[src/rtl/tsba_pkg.sv]
// tsba_pkg: shared types, constants and helpers of the tiered split block allocator
package tsba_pkg;

  localparam int PAGE_GRANULES = 16;
  localparam int MAX_PAGES     = 1024;
  localparam int LEVELS        = 5;

  localparam int ADDR_W     = 14;
  localparam int LVL_IN_W   = 3;
  localparam int END_W      = 15;
  localparam int LIM_W      = 11;
  localparam int STATUS_W   = 2;
  localparam int IDX_W      = (LEVELS > 1) ? $clog2(LEVELS) : 1;
  localparam int PAGE_SHIFT = $clog2(PAGE_GRANULES);
  localparam int LINK_DEPTH = 1 << ADDR_W;

  typedef enum logic [STATUS_W-1:0] {
    ST_OK      = 2'd0,
    ST_CORRUPT = 2'd1,
    ST_FULL    = 2'd2
  } status_t;

  typedef enum logic {
    REQ_ALLOC = 1'b0,
    REQ_FREE  = 1'b1
  } req_kind_t;

  typedef enum logic [1:0] {
    S_IDLE,
    S_CHECK,
    S_SPLIT
  } eng_state_t;

  // one classified request between front and back
  typedef struct packed {
    req_kind_t           kind;
    logic [IDX_W-1:0]    lvl;
    logic [ADDR_W-1:0]   block_addr;
  } req_t;

  typedef struct packed {
    status_t             status;
    logic [ADDR_W-1:0]   addr;
  } res_t;

  // handshake between front queue and engine
  typedef struct packed {
    logic valid;
    req_t req;
  } req_chan_t;

  // block size of a tier in granules, never below one
  function automatic logic [ADDR_W-1:0] tier_size(input logic [IDX_W-1:0] k);
    logic [ADDR_W-1:0] s;
    s = ADDR_W'(PAGE_GRANULES) >> k;
    if (s == '0) begin
      s = ADDR_W'(1);
    end
    return s;
  endfunction

endpackage

[src/rtl/tsba_front.sv]
// tsba_front: input queue that accepts items and classifies their tier
module tsba_front import tsba_pkg::*; (
  input  logic                clk,
  input  logic                rst_n,
  input  logic                in_push,
  input  logic                in_req_type,
  input  logic [LVL_IN_W-1:0] in_level,
  input  logic [ADDR_W-1:0]   in_block_addr,
  output logic                in_full,
  output req_chan_t           req_ch,
  input  logic                req_take
);

  req_t        q_r [2];
  logic        wp_r, wp_nxt;
  logic        rp_r, rp_nxt;
  logic [1:0]  cnt_r, cnt_nxt;
  req_t        cls;
  logic        do_push, do_pop;

  // tiers beyond the last one saturate
  always_comb begin
    cls.kind       = req_kind_t'(in_req_type);
    cls.block_addr = in_block_addr;
    if (in_level >= LVL_IN_W'(LEVELS)) begin
      cls.lvl = IDX_W'(LEVELS - 1);
    end else begin
      cls.lvl = in_level[IDX_W-1:0];
    end
  end

  assign in_full  = (cnt_r == 2'd2);
  assign do_push  = in_push && !in_full;
  assign do_pop   = req_take && (cnt_r != 2'd0);

  always_comb begin
    wp_nxt  = do_push ? ~wp_r : wp_r;
    rp_nxt  = do_pop  ? ~rp_r : rp_r;
    cnt_nxt = cnt_r + {1'b0, do_push} - {1'b0, do_pop};
  end

  always_ff @(posedge clk) begin
    if (!rst_n) begin
      wp_r  <= 1'b0;
      rp_r  <= 1'b0;
      cnt_r <= 2'd0;
    end else begin
      wp_r  <= wp_nxt;
      rp_r  <= rp_nxt;
      cnt_r <= cnt_nxt;
    end
  end

  always_ff @(posedge clk) begin
    if (do_push) begin
      q_r[wp_r] <= cls;
    end
  end

  assign req_ch.valid = (cnt_r != 2'd0);
  assign req_ch.req   = q_r[rp_r];

endmodule

[config.mk]
export PLATFORM = sky130hd
export DESIGN_NAME = tsba_front
export DESIGN_NICKNAME = d
export VERILOG_FILES = /design/src/rtl/tsba_pkg.sv /design/src/rtl/tsba_front.sv
export SDC_FILE = /design/constraint.sdc
export NUM_CORES = 1
export LEC_CHECK = 0
export BUFFER_PORTS_ARGS = -buffer_cell sky130_fd_sc_hd__buf_2
export CORE_MARGIN = 2
export CORE_UTILIZATION = 46
export DETAILED_ROUTE_END_ITERATION = 6
export MAX_ROUTING_LAYER = met4
export PLACE_DENSITY = 0.83
export SETUP_SLACK_MARGIN = 0.3
export SLEW_MARGIN = 20
export SYNTH_ARGS = -nofsm -noshare
export SYNTH_HDL_FRONTEND = slang
export SYNTH_SLANG_ARGS = --single-unit
export TNS_END_PERCENT = 50
[constraint.sdc]
create_clock -name clk -period 1.6 [get_ports clk]
set_clock_uncertainty 0.05 [all_clocks]
set_input_delay 0 -clock clk [delete_from_list [all_inputs] [get_ports clk]]
set_output_delay 0 -clock clk [all_outputs]
set_load 0.02 [all_outputs]
==> results of run 1 <==
layer usage:
| metal | global-route usage, % | wire length (um) | up-vias |
|---|---|---|---|
| li1 | - | - | 468 |
| met1 | 17.0 | 1070 | 450 |
| met2 | 28.3 | 1680 | 29 |
| met3 | 5.71 | 152 | 6 |
| met4 | 6.39 | 44 | 0 |
| met5 | - | 0 | - |
final cells by class:
class / count / area [um^2] / share of cell area [%]
clock inverter: 2 / 8.76 / 0.357
sequential: 41 / 1190 / 48.5
inverter: 3 / 11.3 / 0.459
multi-input combinational: 39 / 483 / 19.7
tap: 46 / 57.6 / 2.35
clock buffer: 6 / 51.3 / 2.09
timing repair buffer: 73 / 649 / 26.5
path summary, 6_finish.rpt:
kind | start | endpoint | slack (ns) | cells after the start
worst max-delay path | cnt_r[0]$_SDFF_PN0_ | cnt_r[1]$_SDFF_PN0_ | 0.006 | 8
worst min-delay path | in_push | wp_r$_SDFFE_PN0P_ | 0.04 | 4
worst max register to register | cnt_r[0]$_SDFF_PN0_ | cnt_r[1]$_SDFF_PN0_ | 0.006 | 8
worst min register to register | wp_r$_SDFFE_PN0P_ | wp_r$_SDFFE_PN0P_ | 0.46 | 2
what timing repair did:
item	in CTS	in global routing
gates resized for setup	55	14
endpoints found under the setup margin	20	39
setup buffers	4	3
endpoints found under the hold margin	41	0
pin swaps	3	6
cloned	0	0
hold buffers	19	0
critical path, stage by stage, from the launching register on:
cell and delay (ns):
dfxtp_2 0.37, nand2b_4 0.15, nand2_4 0.06, ha_4 0.27, inv_2 0.04, ha_4 0.15
xor2_2 0.18, and2_4 0.16, nor3_2 0.09
Yosys cell counts, drive strengths merged:
library cell / count
nand2b: 2
ha: 2
xor2: 1
mux2i: 1
xnor2: 1
and2: 2
nor2b: 2
edfxtp: 36
clkbuf: 1
mux2: 18
nor3: 1
o21a: 1
nand2: 2
and3: 1
or2: 1
nor2: 4
inv: 3
dfxtp: 5
buf: 2
sequential cells by signal (all words and copies together) (netlist names), named ones only:
register,flops
wp_r,1
rp_r,1
cnt_r,2
q_r,36
metrics by stage:
| step | setup WS, ns | hold WS [ns] | total power, mW | instances |
|---|---|---|---|---|
| floorplan | 0.113 | 0.0489 | 2.35 | 86 |
| detailed placement | -0.0357 | 0.145 | 2.66 | 176 |
| global placement | 0.0907 | 0.139 | 2.61 | 176 |
| CTS | -0.0336 | -0.101 | 3.63 | 207 |
| finish | 0.00575 | 0.0401 | 3.77 | 210 |
| global route | -0.0548 | 0.0311 | 3.97 | 210 |
cell families (layout without fill, tap and decap cells):
kind of cell / Yosys count / count (layout) / synth area share [%]
xor+xnor: 2 / 2 / 1.09
flops: 41 / 41 / 73.6
compound gates: 1 / 1 / 0.468
simple gates: 15 / 15 / 4.83
mux: 19 / 19 / 15.6
buf+inv: 6 / 84 / 2.88
fa+ha+maj: 2 / 2 / 1.56
where the power goes:
group / switching [mW] / total, mW / internal (mW) / leakage [nW]
combinational: 0.770 / 1.78 / 1.01 / 0.586
clock: 0.294 / 0.501 / 0.207 / 0.0357
sequential: 0.0936 / 1.49 / 1.40 / 0.380
cell usage in the layout, fill, tap and decap left out, drive strengths merged:
cell,count
buf,54
edfxtp,36
dlygate4sd3,19
mux2,18
clkbuf,6
dfxtp,5
nor2,4
inv,3
nor2b,2
ha,2
nand2b,2
nand2,2
and2,2
clkinv,2
o21a,1
or2,1
and3,1
xnor2,1
mux2i,1
xor2,1
nor3,1
==> flow_metrics.env, run 1 <==
export IMPL_num_fill_cells=218
export IMPL_powerDensity_mw_per_mm2=1540
export IMPL_maxCapViolCount=0
export IMPL_portBuffers=41
export IMPL_vdd_drop_max_uv=853
export IMPL_routed_wl_mm=2.95
export IMPL_cts_buffers=5
export IMPL_ys_seq_elements=41
export IMPL_cts_root_buffer="clkbuf_4"
export IMPL_yosys_area_top_type="edfxtp_1"
export IMPL_io_pins=42
export IMPL_synth_cell_types=21
export IMPL_crit_required_ns=1.81
export IMPL_arrival_ns=1.81
export IMPL_cts_sinks=41
export IMPL_cts_tree="built"
export IMPL_gp_congestion=0.654
export IMPL_synth_top_area_share_pct=67.3
export IMPL_firstDrtPassIters=2
export IMPL_grt_pass1_wl_mm=4.64
export IMPL_fin_crit_sh_pct=99.6
export IMPL_slew_viol_final=0
export IMPL_timing_final_crit_period_ns=1.59
export IMPL_worstPathMaxFanout=3
export IMPL_drive_above_1_share_pct=57.9
export IMPL_vias_per_cell=4.54
export IMPL_num_vias=953
export IMPL_syn_to_final_growth_pct=52.7
export IMPL_core_area_mm2=0.00334
export IMPL_clkTransAtPathRegs_ns=0.11
export IMPL_status="finished clean"
export IMPL_cp_start_kind="flop"
export IMPL_post_dp_hpwl_mm=1.81
export IMPL_design_area_mm2=0.00245
export IMPL_synth_area_per_cell_um2=18.7
export IMPL_setup_tns_ns=0
export IMPL_row_count=21
export IMPL_first_iter_violations=19
export IMPL_grt_use_total_pct=16.4
export IMPL_clock_fmax_mhz=627
export IMPL_clkLatencyLatePin_ns=0.33
export IMPL_drc=0
export IMPL_crit_type="flop to flop"
export IMPL_final_antenna_net_count=0
export IMPL_grt_overflow=0
export IMPL_max_slew_margin_pct=87.8
export IMPL_fp_dieW_um=63.1
export IMPL_die_area_mm2=0.00398
export IMPL_chipHeight_um=63.1
export IMPL_rsz0062_at_grt="true"
export IMPL_postPlaceCellArea_mm2=0.00190
export IMPL_fin_util_pct=73.5
export IMPL_syn_area_mm2=0.00161
export IMPL_n_antenna_cell=0
export IMPL_hp_class="input pin to flop"
export IMPL_synth_area_top_cells="edfxtp_1, mux2_4, dfxtp_1"
export IMPL_crit_path_end_kind="flop"
export IMPL_setup_viol=0
export IMPL_clk_path_buf_depth=2
export IMPL_cts_htree_levels=2
export IMPL_wire_per_inst_um=14.0
export IMPL_ys_seq_area_share_pct=73.6
export IMPL_synthesis_nets=110
export IMPL_tightest_slew_ns=0.183
export IMPL_p_leak_nw=1.00
export IMPL_grt_antenna_before_repair=0
export IMPL_grt_max_degree=13
export IMPL_ys_warn_count=0
export IMPL_initial_core_util_pct=48.1
export IMPL_synth_cells=86
export IMPL_first_global_vias=1024
export IMPL_hold_viol_final=0
export IMPL_nets=187
No activity file was read; power rests on OpenSTA's default activity.
==> run 2: changes to the inputs <==
Settings changed: SETUP_SLACK_MARGIN 0.3 to 0.1.
==> flow_metrics.env, run 2 (synthesis gave the netlist of run 1 again) <==
export IMPL_core_area_mm2=0.00334
export IMPL_finalNonFillerCells=209
export IMPL_cts_tree="built"
export IMPL_slowest_delay_ns=0.38
export IMPL_crit_type="flop to flop"
export IMPL_fin_crit_sh_pct=105
export IMPL_portBuffers=41
export IMPL_crit_path_end_kind="flop"
export IMPL_clk_path_buf_depth=2
export IMPL_hold_viol_final=0
export IMPL_maxCapViolCount=0
export IMPL_critPathBufInv=1
export IMPL_regMostFlops="q_r"
export IMPL_tightest_slew_ns=0.225
export IMPL_num_vias=985
export IMPL_initial_core_util_pct=48.1
export IMPL_critPathSlowestCell="dfxtp_4"
export IMPL_setup_tns_ns=-0.0765
export IMPL_max_slew_margin_pct=84.9
export IMPL_p_leak_nw=0.917
export IMPL_first_iter_violations=26
export IMPL_gp_congestion=0.711
export IMPL_rsz0062_at_grt="true"
export IMPL_cp_start_kind="flop"
export IMPL_grt_use_total_pct=16.9
export IMPL_routed_wl_mm=3.21
export IMPL_firstDrtPassIters=3
export IMPL_layout_commonest_cell="buf_2"
export IMPL_grt_overflow=0
export IMPL_top_regs="q_r (36), cnt_r (2)"
export IMPL_nets=187
export IMPL_grt_max_degree=18
export IMPL_arrival_ns=1.89
export IMPL_cts_sinks=41
export IMPL_syn_to_final_growth_pct=40.6
export IMPL_clkTransAtPathRegs_ns=0.11
export IMPL_drive_above_1_share_pct=55.2
export IMPL_crit_chain="o21a_4, ha_4, inv_2, ha_4, xor2_2, and2_4, nor3_2"
export IMPL_num_fill_cells=252
export IMPL_post_dp_hpwl_mm=1.96
export IMPL_hp_start="req_take"
export IMPL_setup_slack_ns=-0.0765
export IMPL_cpLargestDelayFamily="adder cells"
export IMPL_die_area_mm2=0.00398
export IMPL_timing_final_crit_period_ns=1.68
export IMPL_clock_fmax_mhz=596
export IMPL_first_global_vias=1064
export IMPL_r2r_start="cnt_r[0]$_SDFF_PN0_"
export IMPL_setup_viol=1
export IMPL_chipHeight_um=63.1
export IMPL_n_antenna_cell=0
export IMPL_worstPathMaxFanout=4
export IMPL_grt_pass1_wl_mm=4.74
export IMPL_clkLatencyLatePin_ns=0.33
export IMPL_regArea_mm2=0.00119
export IMPL_final_antenna_net_count=0
export IMPL_final_cell_mix="buf_2, edfxtp_1, dlygate4sd3_1"
export IMPL_fp_dieW_um=63.1
export IMPL_vias_per_cell=4.71
export IMPL_io_pins=42
export IMPL_cts_htree_levels=2
export IMPL_crit_required_ns=1.81
export IMPL_multi_input_area_um2=443
export IMPL_dp_cells=175
export IMPL_design_area_mm2=0.00226
export IMPL_hp_class="input pin to flop"
export IMPL_cts_root_buffer="clkbuf_4"
export IMPL_postPlaceCellArea_mm2=0.00190
export IMPL_powerDensity_mw_per_mm2=1490
export IMPL_row_count=21
export IMPL_cp_startpoint="cnt_r[0]$_SDFF_PN0_"
export IMPL_wire_per_inst_um=15.3
export IMPL_vdd_drop_max_uv=1020
export IMPL_cts_buffers=5
export IMPL_cp_common_cell="ha_4"
export IMPL_grt_antenna_before_repair=0
export IMPL_status="finished with violations"
export IMPL_drc=0
export IMPL_largest_reg_flops=36
export IMPL_slew_viol_final=0
export IMPL_violations="negative setup slack"
run 2: changes by cell type in the layout (fill, tap and decap cells not counted), moves of 4 or more:
| cell | previous run | this run |
|---|---|---|
| buf_2 | 22 | 41 |
| buf_4 | 7 | 11 |
| buf_6 | 21 | 0 |
| buf_8 | 4 | 0 |
| mux2_2 | 0 | 8 |
| mux2_4 | 18 | 10 |
run 2: routing by layer:
| metal | wire length (um) | track usage [%] | share of wire, % |
|---|---|---|---|
| met5 | 0 | - | 0 |
| met4 | 112 | 10.8 | 3.5 |
| met3 | 137 | 3.75 | 4.3 |
| met2 | 1810 | 30.1 | 56 |
| met1 | 1150 | 16.4 | 36 |
run 2: final timing paths:
path,endpoint,slack [ns],depth (start not counted)
setup / recovery,cnt_r[1]$_SDFF_PN0_,-0.08,7
hold / removal,flop,0.17,5
setup reg to reg,cnt_r[1]$_SDFF_PN0_,-0.08,7
hold reg to reg,wp_r$_SDFFE_PN0P_,0.49,2
run 2: power by group:
| part | total, mW | internal (mW) | switching [mW] |
|---|---|---|---|
| registers | 1.50 | 1.40 | 0.0980 |
| clock network | 0.451 | 0.160 | 0.291 |
| logic | 1.42 | 0.701 | 0.718 |
| total | 3.37 | 2.27 | 1.11 |
run 2: worst register-to-register path, stage by stage, from the launching register on:
cell     delay, ns
dfxtp_4       0.38
o21a_4        0.23
ha_4          0.27
inv_2         0.05
ha_4          0.15
xor2_2        0.14
and2_4        0.15
nor3_2        0.18
run 2: what timing repair did:
item	in CTS	in global routing
gates resized for setup	6	6
endpoints found under the hold margin	41	0
hold buffers	20	0
pin swaps	1	5
endpoints found under the setup margin	9	2
setup buffers	2	5
run 2: cell type report:
class / count / share of cell area, %
clock buffers: 6 / 1.83
clock inverters: 1 / 0.166
inverters: 3 / 0.499
multi-input cells: 39 / 19.6
flip-flops and latches: 41 / 52.8
well taps: 46 / 2.55
repair buffers: 73 / 22.5
run 2: through the flow:
| step | power, mW | util [%] | hold slack [ns] | worst slack, ns |
|---|---|---|---|---|
| 2_1_floorplan | 2.35 | - | 0.0489 | 0.101 |
| 3_3_place_gp | 2.62 | 57.0 | 0.138 | 0.0817 |
| 3_5_place_dp | 2.69 | 57.0 | 0.141 | -0.0834 |
| 4_1_cts | 3.26 | 65.6 | 0.123 | -0.0389 |
| 5_1_grt | 3.53 | 67.6 | 0.188 | -0.113 |
| 6_report | 3.37 | 67.6 | 0.165 | -0.0765 |
==> run 3: changes to the inputs <==
==> constraint.sdc (replaced) <==
create_clock -name clk -period 1.6 [get_ports clk]
set_clock_uncertainty 0.05 [all_clocks]
set_input_delay 0.16 -clock clk [delete_from_list [all_inputs] [get_ports clk]]
set_output_delay 0.16 -clock clk [all_outputs]
set_load 0.02 [all_outputs]
==> flow_metrics.env, run 3 (synthesis gave the netlist of run 1 again) <==
export IMPL_firstDrtPassIters=4
export IMPL_vdd_drop_max_uv=960
export IMPL_timing_final_crit_period_ns=1.57
export IMPL_crit_path_end_kind="flop"
export IMPL_min_path_cells=2
export IMPL_clock_fmax_mhz=639
export IMPL_postPlaceCellArea_mm2=0.00190
export IMPL_num_fill_cells=236
export IMPL_arrival_ns=1.78
export IMPL_final_cell_mix="edfxtp_1, buf_2, mux2_4, buf_6, dlygate4sd3_1"
export IMPL_hold_viol_final=0
export IMPL_grt_antenna_before_repair=0
export IMPL_clk_path_buf_depth=2
export IMPL_first_iter_violations=30
export IMPL_tightest_slew_ns=0.173
export IMPL_worstPathMaxFanout=5
export IMPL_finalNonFillerCells=204
export IMPL_drive_above_1_share_pct=55.7
export IMPL_fin_util_pct=71.5
export IMPL_maxCapViolCount=0
export IMPL_total_power_mw=3.81
export IMPL_core_area_mm2=0.00334
export IMPL_nets=181
export IMPL_portBuffers=41
export IMPL_cp_start_kind="flop"
export IMPL_regArea_mm2=0.00119
export IMPL_crit_type="flop to flop"
export IMPL_grt_max_degree=14
export IMPL_cts_tree="built"
export IMPL_multi_input_area_um2=463
export IMPL_top_regs="q_r (36), cnt_r (2)"
export IMPL_num_vias=969
export IMPL_first_global_vias=1062
export IMPL_chipHeight_um=63.1
export IMPL_n_antenna_cell=0
export IMPL_layout_commonest_cell="edfxtp_1"
export IMPL_grt_overflow=0
export IMPL_slew_viol_final=0
export IMPL_fin_crit_sh_pct=97.9
export IMPL_final_antenna_net_count=0
export IMPL_r2r_end="cnt_r[1]$_SDFF_PN0_"
export IMPL_setup_tns_ns=0
export IMPL_grt_use_total_pct=17.1
export IMPL_p_leak_nw=0.977
export IMPL_dp_cells=176
export IMPL_r2r_start="cnt_r[1]$_SDFF_PN0_"
export IMPL_cts_htree_levels=2
export IMPL_row_count=21
export IMPL_die_area_mm2=0.00398
export IMPL_cts_root_buffer="clkbuf_4"
export IMPL_largest_reg_flops=36
export IMPL_hp_class="input pin to flop"
export IMPL_gp_congestion=0.676
export IMPL_status="finished clean"
export IMPL_routed_wl_mm=3.05
export IMPL_hp_start="rst_n"
export IMPL_fp_dieW_um=63.1
export IMPL_grt_pass1_wl_mm=4.82
export IMPL_crit_required_ns=1.81
export IMPL_cts_sinks=41
export IMPL_drc=0
export IMPL_regMostFlops="q_r"
export IMPL_wire_per_inst_um=14.9
export IMPL_io_pins=42
export IMPL_cts_buffers=5
export IMPL_ff2ff_path_depth=7
export IMPL_initial_core_util_pct=48.1
export IMPL_vias_per_cell=4.75
export IMPL_worst_hold_slack_ns=0.0267
export IMPL_setup_slack_ns=0.0341
export IMPL_post_dp_hpwl_mm=1.91
export IMPL_rsz0062_at_grt="true"
export IMPL_setup_viol=0
export IMPL_clkTransAtPathRegs_ns=0.10
export IMPL_hold_end="cnt_r[0]$_SDFF_PN0_"
export IMPL_design_area_mm2=0.00239
export IMPL_clkLatencyLatePin_ns=0.33
export IMPL_powerDensity_mw_per_mm2=1600
export IMPL_max_slew_margin_pct=88.4
export IMPL_preCtsSetupSlack_ns=-0.0245
export IMPL_ff2ff_setup_slack_ns=0.03
export IMPL_syn_to_final_growth_pct=48.6
-- run 3: cell type report --
type	instances	share of cell area, %
flip-flops and latches	41	49.9
repair buffers	67	24.6
multi-input cells	39	19.4
well taps	46	2.41
clock buffers	6	1.73
clock inverters	2	1.47
inverters	3	0.472
-- run 3: worst max-delay path by stage --
stage	start	to	depth (start not counted)	slack [ns]
after CTS	flop	req_ch[4]	3	-0.02
final	cnt_r[1]$_SDFF_PN0_	cnt_r[1]$_SDFF_PN0_	7	0.03
after detailed placement	cnt_r[0]$_SDFF_PN0_	cnt_r[1]$_SDFF_PN0_	8	-0.02
after global placement	cnt_r[1]$_SDFF_PN0_	cnt_r[1]$_SDFF_PN0_	7	0.08
after global routing	cnt_r[1]$_SDFF_PN0_	cnt_r[1]$_SDFF_PN0_	7	-0.01
after floorplan	cnt_r[1]$_SDFF_PN0_	cnt_r[1]$_SDFF_PN0_	7	0.10
-- run 3: metal layers --
layer  global-route usage [%]  routed length, um
met1                     17.0               1120
met2                     30.6               1710
met3                     4.29                177
met4                     9.17                 46
met5                        -                  0
-- run 3: power breakdown --
group          internal (mW)  leakage (nW)  switching (mW)
logic                  0.939         0.555           0.737
clock network          0.328        0.0422           0.304
registers               1.40         0.380           0.103
-- run 3: repair_timing --
| action | in CTS | in global routing |
|---|---|---|
| gates resized for setup | 35 | 23 |
| setup buffers | 3 | 0 |
| hold endpoints to repair | 32 | 0 |
| pin swaps | 1 | 1 |
| endpoints found under the setup margin | 19 | 20 |
| cloned | 1 | 0 |
| hold buffers | 16 | 0 |
-- run 3: worst max-delay path, cell delays in order, from the launching register on --
cell	delay [ns]
dfxtp_4	0.38
o21a_1	0.21
ha_4	0.28
inv_2	0.04
ha_4	0.15
xor2_2	0.14
and2_1	0.16
nor3_2	0.09
